File: config.mk
export PLATFORM = sky130hd
export DESIGN_NAME = hll_front
export DESIGN_NICKNAME = d
export VERILOG_FILES = /design/src/hdl/hll_pkg.sv /design/src/hdl/hll_front.sv
export SDC_FILE = /design/constraint.sdc
export NUM_CORES = 1
export LEC_CHECK = 0
export BUFFER_PORTS_ARGS = -buffer_cell sky130_fd_sc_hd__buf_2
export CORE_UTILIZATION = 31
export CTS_CLUSTER_DIAMETER = 100
export CTS_CLUSTER_SIZE = 25
export DETAILED_ROUTE_END_ITERATION = 16
export GPL_ROUTABILITY_DRIVEN = 0
export PLACE_DENSITY = 0.54
export SLEW_MARGIN = 20
export SYNTH_ARGS = -nofsm -noshare
export SYNTH_HDL_FRONTEND = slang
export SYNTH_SLANG_ARGS = --single-unit
File: constraint.sdc
create_clock -name clk -period 5.1 [get_ports clk]
set_input_delay 0.765 -clock clk [delete_from_list [all_inputs] [get_ports clk]]
set_output_delay 0.765 -clock clk [all_outputs]
set_load 0.1 [all_outputs]
File: src/hdl/hll_pkg.sv
// Shared constants, codes and result type of the HyperLogLog cardinality estimator.
package hll_pkg;

	localparam int HASH_W = 32;
	localparam int RANK_W = 5;
	localparam int EMPTY_W = 11;

	// Reset value of the alpha*m*m register, unsigned 32.32
	localparam logic [63:0] ALPHA_RESET = 64'd3245027107012608;
	// Large-range threshold, 143165576.533 truncated to 32.32
	localparam logic [63:0] LARGE_THR = {32'd143165576, 32'd2289217568};

	// Command codes
	localparam logic CMD_ADD = 1'b0;
	localparam logic CMD_EST = 1'b1;

	// Range codes
	localparam logic [1:0] RANGE_RAW = 2'd0;
	localparam logic [1:0] RANGE_LINEAR = 2'd1;
	localparam logic [1:0] RANGE_LARGE = 2'd2;

	typedef struct packed {
		logic [63:0] estimate;
		logic [1:0] range_used;
		logic [EMPTY_W-1:0] empty_buckets;
	} hll_result_t;

endpackage

File: src/hdl/hll_front.sv
// Front end: accepts words, splits a hash into bucket index and rank, queues them.
module hll_front import hll_pkg::*; #(
	parameter int INDEX_BITS = 10
) (
	input  logic                  clk,
	input  logic                  arst_n,
	input  logic                  start,
	input  logic                  command,
	input  logic [HASH_W-1:0]     hash,
	input  logic                  clearing,
	output logic                  busy,
	input  logic                  pop,
	output logic                  head_valid,
	output logic                  head_est,
	output logic [INDEX_BITS-1:0] head_idx,
	output logic [RANK_W-1:0]     head_rank
);

	localparam int FIELD_W = HASH_W - INDEX_BITS;
	localparam int DEPTH = 4;
	localparam int PTR_W = 2;
	localparam int CNT_W = 3;

	logic                  est_q  [DEPTH];
	logic [INDEX_BITS-1:0] idx_q  [DEPTH];
	logic [RANK_W-1:0]     rank_q [DEPTH];
	logic [PTR_W-1:0]      wr_ptr_q;
	logic [PTR_W-1:0]      rd_ptr_q;
	logic [CNT_W-1:0]      count_q;
	logic                  accept;
	logic [FIELD_W-1:0]    field;
	logic [5:0]            lz;
	logic [RANK_W-1:0]     new_rank;

	assign busy = (count_q == CNT_W'(DEPTH)) || clearing;
	assign accept = start && !busy;

	// Count leading zeros of the bits below the index
	assign field = hash[FIELD_W-1:0];
	always_comb begin
		lz = 6'(FIELD_W);
		for (int i = 0; i < FIELD_W; i++) begin
			if (field[i]) begin
				lz = 6'(FIELD_W - 1 - i);
			end
		end
	end
	assign new_rank = RANK_W'(lz) + RANK_W'(1);

	// Store the classified word
	always_ff @(posedge clk) begin
		if (accept) begin
			est_q[wr_ptr_q] <= command;
			idx_q[wr_ptr_q] <= hash[HASH_W-1:FIELD_W];
			rank_q[wr_ptr_q] <= new_rank;
		end
	end

	// Advance pointers and fill count
	always_ff @(posedge clk or negedge arst_n) begin
		if (!arst_n) begin
			wr_ptr_q <= '0;
			rd_ptr_q <= '0;
			count_q <= '0;
		end else begin
			if (accept) begin
				wr_ptr_q <= wr_ptr_q + PTR_W'(1);
			end
			if (pop) begin
				rd_ptr_q <= rd_ptr_q + PTR_W'(1);
			end
			if (accept && !pop) begin
				count_q <= count_q + CNT_W'(1);
			end else if (pop && !accept) begin
				count_q <= count_q - CNT_W'(1);
			end
		end
	end

	assign head_valid = (count_q != '0);
	assign head_est = est_q[rd_ptr_q];
	assign head_idx = idx_q[rd_ptr_q];
	assign head_rank = rank_q[rd_ptr_q];

endmodule

* Word level (Yosys, flattened, before mapping) *
Memories as Yosys holds them, arrays and structs flattened.
Index checks and enable logic that the tools add are counted.

cells by class
  add/subtract/negate cells = 5
  equal/unequal tests = 1
  multiplexer cells = 26
  reductions and logical operators = 9

operators by type and width
  operator                                          count
  2-to-1 mux 5 bit                                  20
  2-to-1 mux 3 bit                                  2
  adder 5 x 1 -> 5 bit, second input constant       1
  adder 2 x 1 -> 2 bit, second input constant       2
  2-to-1 mux 2 bit                                  2
  adder 3 x 1 -> 3 bit, second input constant       1
  equality test 3 bit, second input constant        1
  logical AND 1 bit                                 3
  zero test 1 bit                                   3
  nonzero test 3 bit                                1
  subtractor 3 x 1 -> 3 bit, second input constant  1
  2-to-1 mux 1 bit                                  2
  nonzero test 2 bit                                1
  logical OR 1 bit                                  1

word-level totals
  flip-flop bits (word level) = 7
  memory bits (writable) = 64
  bits of input ports = 38
  output and inout bits = 18
  word-level logic and storage cells = 47
  memories = 3

memories
  memory  words  width  read ports  clocked after Yosys merged registers in  wr ports  line             text
  idx_q   4      10     1           0                                        1         hll_front.sv:25  logic [INDEX_BITS-1:0] idx_q [DEPTH];
  rank_q  4      5      1           0                                        1         hll_front.sv:26  logic [RANK_W-1:0] rank_q [DEPTH];
  est_q   4      1      1           0                                        1         hll_front.sv:24  logic est_q [DEPTH];

* Depth between registers and ports, before layout *
Gate-level depths: netlist (run 1).

  depth in word-level cells = 23
  mapped depth = 9
  gate-level depth less buffers = 9

* Least setup slack after synthesis (run 1) *
Ideal clock, no wire load.

  path type = reg-to-output
  start = register rd_ptr_q[0]
  end = output port head_idx[1]
  arrival time = 1.582 ns
  data required time = 4.335 ns
  setup slack = 2.753 ns
  stages on the path, launching flop included = 4
  buffers on the path = 2
  cells stage by stage = dfrtp_1 > buf_2 > buf_4 > mux4_2

between the ends
  cells in the longest elaborated chain, start to end = 1

RTL lines
  what                      line             text
  from (decl)               hll_front.sv:28  logic [PTR_W-1:0] rd_ptr_q;
  from (signal assigned)    hll_front.sv:70  rd_ptr_q <= rd_ptr_q + PTR_W'(1);
  memory read (4 x 10 bit)  n/a
  to (decl)                 hll_front.sv:15  output logic [INDEX_BITS-1:0] head_idx,

No other way between the ends.

* Worst setup path after layout (run 1) *
  start = register rd_ptr_q[0]
  end = output port head_rank[3]

between the ends
  cells in the longest elaborated chain, start to end = 1

RTL lines
  what                     line             text
  memory read (4 x 5 bit)  n/a
  to (decl)                hll_front.sv:16  output logic [RANK_W-1:0] head_rank

No other way between the ends.

==> results of run 1 <==
-- how the worst max path moves through the flow --
stage / startpoint / endpoint / slack [ns] / cells after the start
2_1_floorplan: rd_ptr_q[0] / head_idx[1] / 2.75 / 3
3_3_place_gp: rd_ptr_q[0] / head_rank[0] / 2.46 / 3
3_5_place_dp: rd_ptr_q[0] / head_rank[3] / 2.44 / 3
4_1_cts: rd_ptr_q[0] / head_rank[3] / 2.06 / 3
5_1_grt: rd_ptr_q[0] / head_rank[3] / 1.96 / 3
6_report: rd_ptr_q[0] / head_rank[3] / 2.13 / 3
-- cells by family (layout without fill, tap and decap cells) --
family | count (synthesis) | in the layout | synth area share
DFF | 71 | 71 | 0.692
and+or+nand+nor | 35 | 35 | 0.0640
AOI/OAI and AO/OA | 20 | 20 | 0.0483
muxes | 18 | 18 | 0.128
buffers and inverters | 13 | 80 | 0.0182
xor gates and xnor gates | 8 | 8 | 0.0231
adders and majority gates | 6 | 6 | 0.0272
-- worst max-delay path: stages, from the launching register on --
cell and delay [ns]:
dfrtp_1 0.68, buf_4 0.34, mux4_2 0.54, buf_2 0.31
-- state kept, by name, indices dropped and copies added (netlist names) --
name      count
rd_ptr_q      2
est_q         4
rank_q       20
count_q       3
wr_ptr_q      2
idx_q        40
-- cell usage after synthesis, drive strengths merged --
cell type  number
o211a           1
o311ai          2
a21oi           9
inv             9
o21bai          1
fa              1
nor4            5
or3             1
buf             3
nand2           5
and2            1
a22o            1
o21ai           3
mux4           16
nand3           1
o31ai           2
xnor2           4
nor2           11
nand4           1
nor2b           2
edfxtp         64
nor3            3
mux2            2
xor2            4
a31oi           1
nand3b          1
and3            4
dfrtp           7
ha              5
clkbuf          1
-- power by group --
group,internal [uW],total [uW],switching [uW]
registers,720,799,78.7
logic,237,1000,766
clock network,222,424,202
total,1180,2230,1050
-- final cells by class --
class	instances	area, um^2	share of cell area
inverter	9	33.8	0.00928
sequential	71	2100	0.576
clock buffer	9	124	0.0340
clock inverter	6	62.6	0.0172
timing repair buffer	56	283	0.0777
multi-input combinational	87	880	0.242
tap	129	161	0.0443
-- per-layer routing --
metal	global-route usage	routed length (um)	vias up
li1	-	-	801
met3	0.0485	255	8
met5	0	0	-
met1	0.135	2450	808
met2	0.200	2620	46
met4	0.0401	73	0
-- stage by stage --
| step | instance area [um^2] | power, uW |
|---|---|---|
| after floorplan | 3030 | 1670 |
| after global placement | 3450 | 1820 |
| after detailed placement | 3450 | 1830 |
| after global routing | 3640 | 2330 |
| final | 3640 | 2230 |
| after CTS | 3640 | 2260 |
==> results.tsv, run 1 <==
metric	value	unit
Initial Util	0.323	
outcome	finished, final reports clean	
Final Hold Fails	0	
origin of the critical flop-to-flop path	count_q[0]	
routed len/inst	14.7	um
fin nets	278	
Tmin final	2.97	ns
Clock Path Buffers	2	
DR pass1 iterations	4	
RSZ-0062 raised after global routing	false	
die width	101	um
Root Buffer	clkbuf_8	
clock latency at the later pin of the worst-skew pair	0.34	ns
vias per std cell	4.53	
# port buffers	55	
Max Cap Viol	0	
relative slew slack	0.397	
setup TNS	0	ns
VDD IR max	0.325	mV
die area	10200	um^2
largest cells by area after synthesis	edfxtp_1 (63%), mux4_2 (12%), dfrtp_1 (5.8%), ha_1 (2.1%), nor2_1 (1.4%)	
Syn Inst Count	171	
YS warnings	0	
setup bufs post-CTS	0	
Worst Skew	0.00479	ns
die height	101	um
r2r setup slk	2.79	ns
Final HPWL DP	3650	um
FP Rows	35	
initial DRC count	34	
Num CTS Buffers	9	
r2r worst-path depth	9	
synthesized cell area	3030	um^2
Worst Tran Pin Value	0.904	ns
CP endpoint kind	primary output	
crit path launch type	flop	
cts hold-fix bufs	0	
CORE AREA	9370	um^2
Leakage	0.00135	uW
drt drc	0	
worst r2r dst	count_q[2]	
GRT Util Overall	0.118	
largest net degree at the start of global routing	18	
Worst EP required	4.34	ns
Worst Path Max Fanout	10	
I/O pin total	56	
most common cell after layout, fill and taps aside	edfxtp_1	
pwr dens	611	nW/um^2
area grow syn2layout	20.1	%
crit path DAT	2.21	ns
via count	1663	
cell taking the most area after synthesis	edfxtp_1	
final hold slack	0.255	ns
WL final	5400	um
Seq cells post-synth	71	
syn nets	215	
ANT nets after route	0	
dpl cells	352	
ANT cells	0	
# resized after CTS	0	
GRT overflow	0	
initial antenna violation count	0	
crit path kind	reg -> out	
Yosys cell types	37	
Setup-failing EPs final	0	
worst hold path type	in -> async	
non-filler cells, final	367	
CTS Sinks	71	
vias in the first global route	1690	
Avg Cell Area, Syn	17.7	um^2
first-pass GRT wire length	8560	um
Final Cycle Share	0.583	
Max Slew Vio Count	0	
top cell type's share of synthesized area	0.634	
share of cells above drive strength 1	0.403	
final setup margin	2.13	ns
Fillers	899	
CTS tree	done	
clock-pin slew on the worst setup and hold paths	0.07	ns
pre-CTS setup slack	2.44	ns
fin util	0.389	
most frequent cells in the layout	edfxtp_1 (64), buf_2 (55), mux4_2 (16)	
H-tree levels	3	
Max Freq	336	MHz
sequential share of the synthesized area	0.692	
Note: power is estimated with default switching activity, not from simulation.
==> run 2, diff against run 1 <==
Settings changed: PLACE_DENSITY 0.54 to 0.55.
Clock period 5.1 ns to 2.7 ns, I/O delays scaled along.
==> results.tsv, run 2 (same netlist as run 1, synthesis figures left out) <==
metric	value	unit	change
outcome	finished, final reports clean		unchanged
Fillers	890		was 899
ANT cells	0		unchanged
Final HPWL DP	3770	um	was 3650 um
largest net degree at the start of global routing	17		was 18
origin of the critical flop-to-flop path	count_q[0]		unchanged
fin util	0.397		was 0.389
first-pass GRT wire length	8860	um	was 8560 um
CORE AREA	9370	um^2	unchanged
WL final	5520	um	was 5400 um
Worst Tran Pin Value	0.527	ns	was 0.904 ns
Num CTS Buffers	9		unchanged
CP Capture Point	head_idx[0]		was head_rank[3]
die height	101	um	unchanged
routed len/inst	14.8	um	was 14.7 um
setup TNS	0	ns	unchanged
Max Cap Viol	0		unchanged
initial antenna violation count	0		unchanged
die area	10200	um^2	unchanged
worst hold path type	in -> reg		was in -> async
pwr dens	1160	nW/um^2	was 611 nW/um^2
area grow syn2layout	22.6	%	was 20.1%
drt drc	0		unchanged
vias per std cell	4.55		was 4.53
final hold slack	0.289	ns	was 0.255 ns
worst r2r dst	count_q[2]		unchanged
vias in the first global route	1815		was 1690
CTS tree	done		unchanged
die width	101	um	unchanged
Reg area	2100	um^2	unchanged
DR pass1 iterations	4		unchanged
most common cell after layout, fill and taps aside	edfxtp_1		unchanged
relative slew slack	0.646		was 0.397
r2r setup slk	0.48	ns	was 2.79 ns
Max Freq	431	MHz	
crit path kind	reg -> out		unchanged
clock-pin slew on the worst setup and hold paths	0.07	ns	about the same
FP Rows	35		unchanged
RSZ-0062 raised after global routing	false		unchanged
clock latency at the later pin of the worst-skew pair	0.33	ns	was 0.34 ns
Initial Util	0.323		unchanged
Final Hold Fails	0		unchanged
Root Buffer	clkbuf_8		unchanged
final instance area	3720	um^2	was 3640 um^2
r2r worst-path depth	9		unchanged
Leakage	0.00139	uW	was 0.00135 uW
Worst Path Max Fanout	14		was 10
fin nets	284		was 278
register with the most flip-flops	idx_q		unchanged
final setup margin	0.378	ns	was 2.13 ns
Setup-failing EPs final	0		unchanged
share of cells above drive strength 1	0.406		was 0.403
VDD IR max	0.530	mV	was 0.325 mV
Max Slew Vio Count	0		unchanged
via count	1699		was 1663
CP endpoint kind	primary output		unchanged
area taken by multi-input logic gates	880	um^2	unchanged
GRT Util Overall	0.119		was 0.118
# port buffers	55		unchanged
GRT overflow	0		unchanged
Worst Skew	0.00528	ns	was 0.00479 ns
crit path launch type	flop		unchanged
ANT nets after route	0		unchanged
Final Cycle Share	0.860		
I/O pin total	56		unchanged
Crit. Startpoint	rd_ptr_q[0]		unchanged
biggest regs	idx_q (40), rank_q (20), est_q (4)		unchanged
# resized after CTS	0		unchanged
Worst EP required	2.30	ns	was 4.34 ns
Area after DPL	3500	um^2	was 3450 um^2
H-tree levels	3		unchanged
CTS Sinks	71		unchanged
Tmin final	2.32	ns	
crit path DAT	1.92	ns	was 2.21 ns
max reg flops	40		unchanged
Clock Path Buffers	2		unchanged
most frequent cells in the layout	edfxtp_1 (64), buf_2 (55), mux4_2 (16)		unchanged
initial DRC count	55		was 34
pre-CTS setup slack	0.512	ns	was 2.44 ns
==> run 2: what timing repair did <==
action / 4_1_cts / 5_1_grt
hold endpoints to repair: 7 / 0
buffers inserted: 0 / 0
hold buffers: 1 / 0
==> run 2: layer usage <==
metal / track usage / wire length [um] / up-vias
met1: 0.131 / 2300 / 846
met2: 0.209 / 2890 / 34
met3: 0.0430 / 278 / 7
li1: - / - / 812
met4: 0.0468 / 55 / 0
met5: 0 / 0 / -
==> run 2: critical path: stages (launching register included) <==
cell and delay (ns):
dfrtp_1 0.52, buf_12 0.22, mux4_2 0.53, buf_2 0.31
==> run 2: power by group <==
group	leakage, uW	switching (uW)	internal, uW
clock network	0.000104	354	509
logic	0.000621	1520	484
registers	0.000666	88.1	1360
total	0.00139	1960	2350
==> run 2: stage by stage <==
stage | power, uW | cells
after floorplan | 3150 | 171
after global routing | 4500 | 373
after CTS | 4380 | 373
final | 4320 | 373
after global placement | 3500 | 357
after detailed placement | 3510 | 357
==> run 2: worst min-delay path by stage <==
| stage | cells after the start | endpoint | start |
|---|---|---|---|
| final | 1 | idx_q[0][8] | hash[30] |
| after global routing | 1 | idx_q[2][0] | hash[22] |
| after CTS | 1 | idx_q[3][5] | hash[27] |
| after detailed placement | 1 | wr_ptr_q[1] | arst_n |
| after global placement | 1 | wr_ptr_q[1] | arst_n |
| after floorplan | 0 | count_q[0] | arst_n |
==> run 2: layout make-up <==
cell class	instances	area share
sequential	71	0.564
clock buffer	10	0.0343
clock inverter	5	0.0199
multi-input combinational	87	0.237
tap	129	0.0434
timing repair buffer	62	0.0923
inverter	9	0.00909
==> run 3, diff against run 2 <==
Settings changed: CORE_MARGIN from default to 2.
==> results.tsv, run 3 (same netlist as run 1, synthesis figures left out) <==
metric	value	unit	change
vias in the first global route	1697		was 1815
GRT overflow	0		unchanged
routed len/inst	14.5	um	was 14.8 um
crit path kind	reg -> out		unchanged
register with the most flip-flops	idx_q		unchanged
WL final	5490	um	was 5520 um
r2r worst-path depth	9		unchanged
origin of the critical flop-to-flop path	count_q[0]		unchanged
die width	103	um	was 101 um
die height	103	um	was 101 um
Setup-failing EPs final	0		unchanged
fin util	0.388		was 0.397
Max Freq	424	MHz	was 431 MHz
Num CTS Buffers	9		unchanged
RSZ-0062 raised after global routing	false		unchanged
H-tree levels	3		unchanged
GRT Util Overall	0.111		was 0.119
relative slew slack	0.580		was 0.646
largest net degree at the start of global routing	17		unchanged
FP Rows	36		was 35
Tmin final	2.36	ns	was 2.32 ns
CP endpoint kind	primary output		unchanged
Max Slew Vio Count	0		unchanged
pwr dens	1170	nW/um^2	was 1160 nW/um^2
vias per std cell	4.46		was 4.55
Leakage	0.00139	uW	about the same
clock latency at the later pin of the worst-skew pair	0.34	ns	was 0.33 ns
crit path DAT	1.95	ns	was 1.92 ns
Final Power	4370	uW	was 4320 uW
ANT cells	0		unchanged
Hold Path End	est_q[2]		was idx_q[0][8]
Worst EP required	2.30	ns	about the same
max reg flops	40		unchanged
worst hold path type	in -> reg		unchanged
setup TNS	0	ns	unchanged
CTS Sinks	71		unchanged
# port buffers	55		unchanged
Final HPWL DP	3850	um	was 3770 um
CORE AREA	9640	um^2	was 9370 um^2
initial antenna violation count	0		unchanged
Worst Skew	0.00718	ns	was 0.00528 ns
ANT nets after route	0		unchanged
share of cells above drive strength 1	0.412		was 0.406
biggest regs	idx_q (40), rank_q (20), est_q (4)		unchanged
clock-pin slew on the worst setup and hold paths	0.08	ns	was 0.07 ns
min-delay src	command		was hash[30]
crit path launch type	flop		unchanged
fin nets	284		unchanged
Initial Util	0.315		was 0.323
CTS tree	done		unchanged
VDD IR max	0.620	mV	was 0.530 mV
via count	1684		was 1699
# resized after CTS	0		unchanged
Final Hold Fails	0		unchanged
most frequent cells in the layout	edfxtp_1 (64), buf_2 (55), mux4_2 (16)		unchanged
Worst Tran Pin Value	0.625	ns	was 0.527 ns
Clock Path Buffers	2		unchanged
Final Cycle Share	0.873		was 0.860
worst hold stages	1		unchanged
drt drc	0		unchanged
DR pass1 iterations	4		unchanged
first-pass GRT wire length	8580	um	was 8860 um
area grow syn2layout	23.4	%	was 22.6%
worst r2r dst	count_q[2]		unchanged
I/O pin total	56		unchanged
r2r setup slk	0.49	ns	was 0.48 ns
Max Cap Viol	0		unchanged
die area	10600	um^2	was 10200 um^2
outcome	finished, final reports clean		unchanged
Worst Path Max Fanout	13		was 14
most common cell after layout, fill and taps aside	edfxtp_1		unchanged
initial DRC count	60		was 55
Root Buffer	clkbuf_8		unchanged
## run 3: changes by cell type in the layout (fill, tap and decap cells not counted)
cell / before / now
clkinv_2: 2 / 0
clkinv_1: 1 / 0
inv_6: 0 / 1
clkinvlp_4: 0 / 1
clkinv_4: 0 / 2
## run 3: worst max-delay path, stage by stage (launching register included)
cell,delay (ns)
dfrtp_1,0.55
buf_12,0.22
mux4_2,0.53
buf_2,0.31
## run 3: routing by layer
| metal | wire, um | global-route usage | share of wire |
|---|---|---|---|
| met1 | 2420 | 0.138 | 0.44 |
| met2 | 2670 | 0.181 | 0.49 |
| met3 | 356 | 0.0454 | 0.065 |
| met4 | 37 | 0.0304 | 0.0067 |
| met5 | 0 | 0 | 0 |
## run 3: power breakdown
| group | total [uW] | switching, uW | internal (uW) |
|---|---|---|---|
| registers | 1480 | 118 | 1360 |
| logic | 1970 | 1490 | 485 |
| clock network | 922 | 396 | 527 |
| total | 4370 | 2000 | 2370 |
## run 3: stage by stage
stage / cells / setup slack (ns) / cell area [um^2] / hold WS, ns
finish: 378 / 0.344 / 3740 / 0.279
global route: 378 / 0.232 / 3740 / 0.261
CTS: 378 / 0.271 / 3740 / 0.257
detailed placement: 361 / 0.472 / 3510 / 0.254
global placement: 361 / 0.544 / 3510 / 0.252
floorplan: 171 / 0.678 / 3030 / 0.109
## run 3: area by class of cell
type / instances / area [um^2]
fillers: 950 / 5900
flip-flops and latches: 71 / 2100
multi-input cells: 87 / 880
repair buffers: 62 / 343
well taps: 133 / 166
clock buffers: 10 / 128
clock inverters: 6 / 93.8
inverters: 9 / 33.8
## run 3: how the worst max path moves through the flow
| stage | end | from | cells past startpoint |
|---|---|---|---|
| 2_1_floorplan | count_q[2] | count_q[0] | 9 |
| 5_1_grt | count_q[2] | count_q[0] | 9 |
| 3_3_place_gp | count_q[2] | clearing | 9 |
| 6_report | head_rank[1] | rd_ptr_q[0] | 3 |
| 3_5_place_dp | count_q[2] | clearing | 9 |
| 4_1_cts | head_rank[1] | rd_ptr_q[0] | 3 |
## run 3: timing repair
action | in CTS | in global routing
endpoints found under the setup margin | 0 | 0
endpoints found under the hold margin | 7 | 0
setup buffers | 0 | 0
hold buffers | 1 | 0
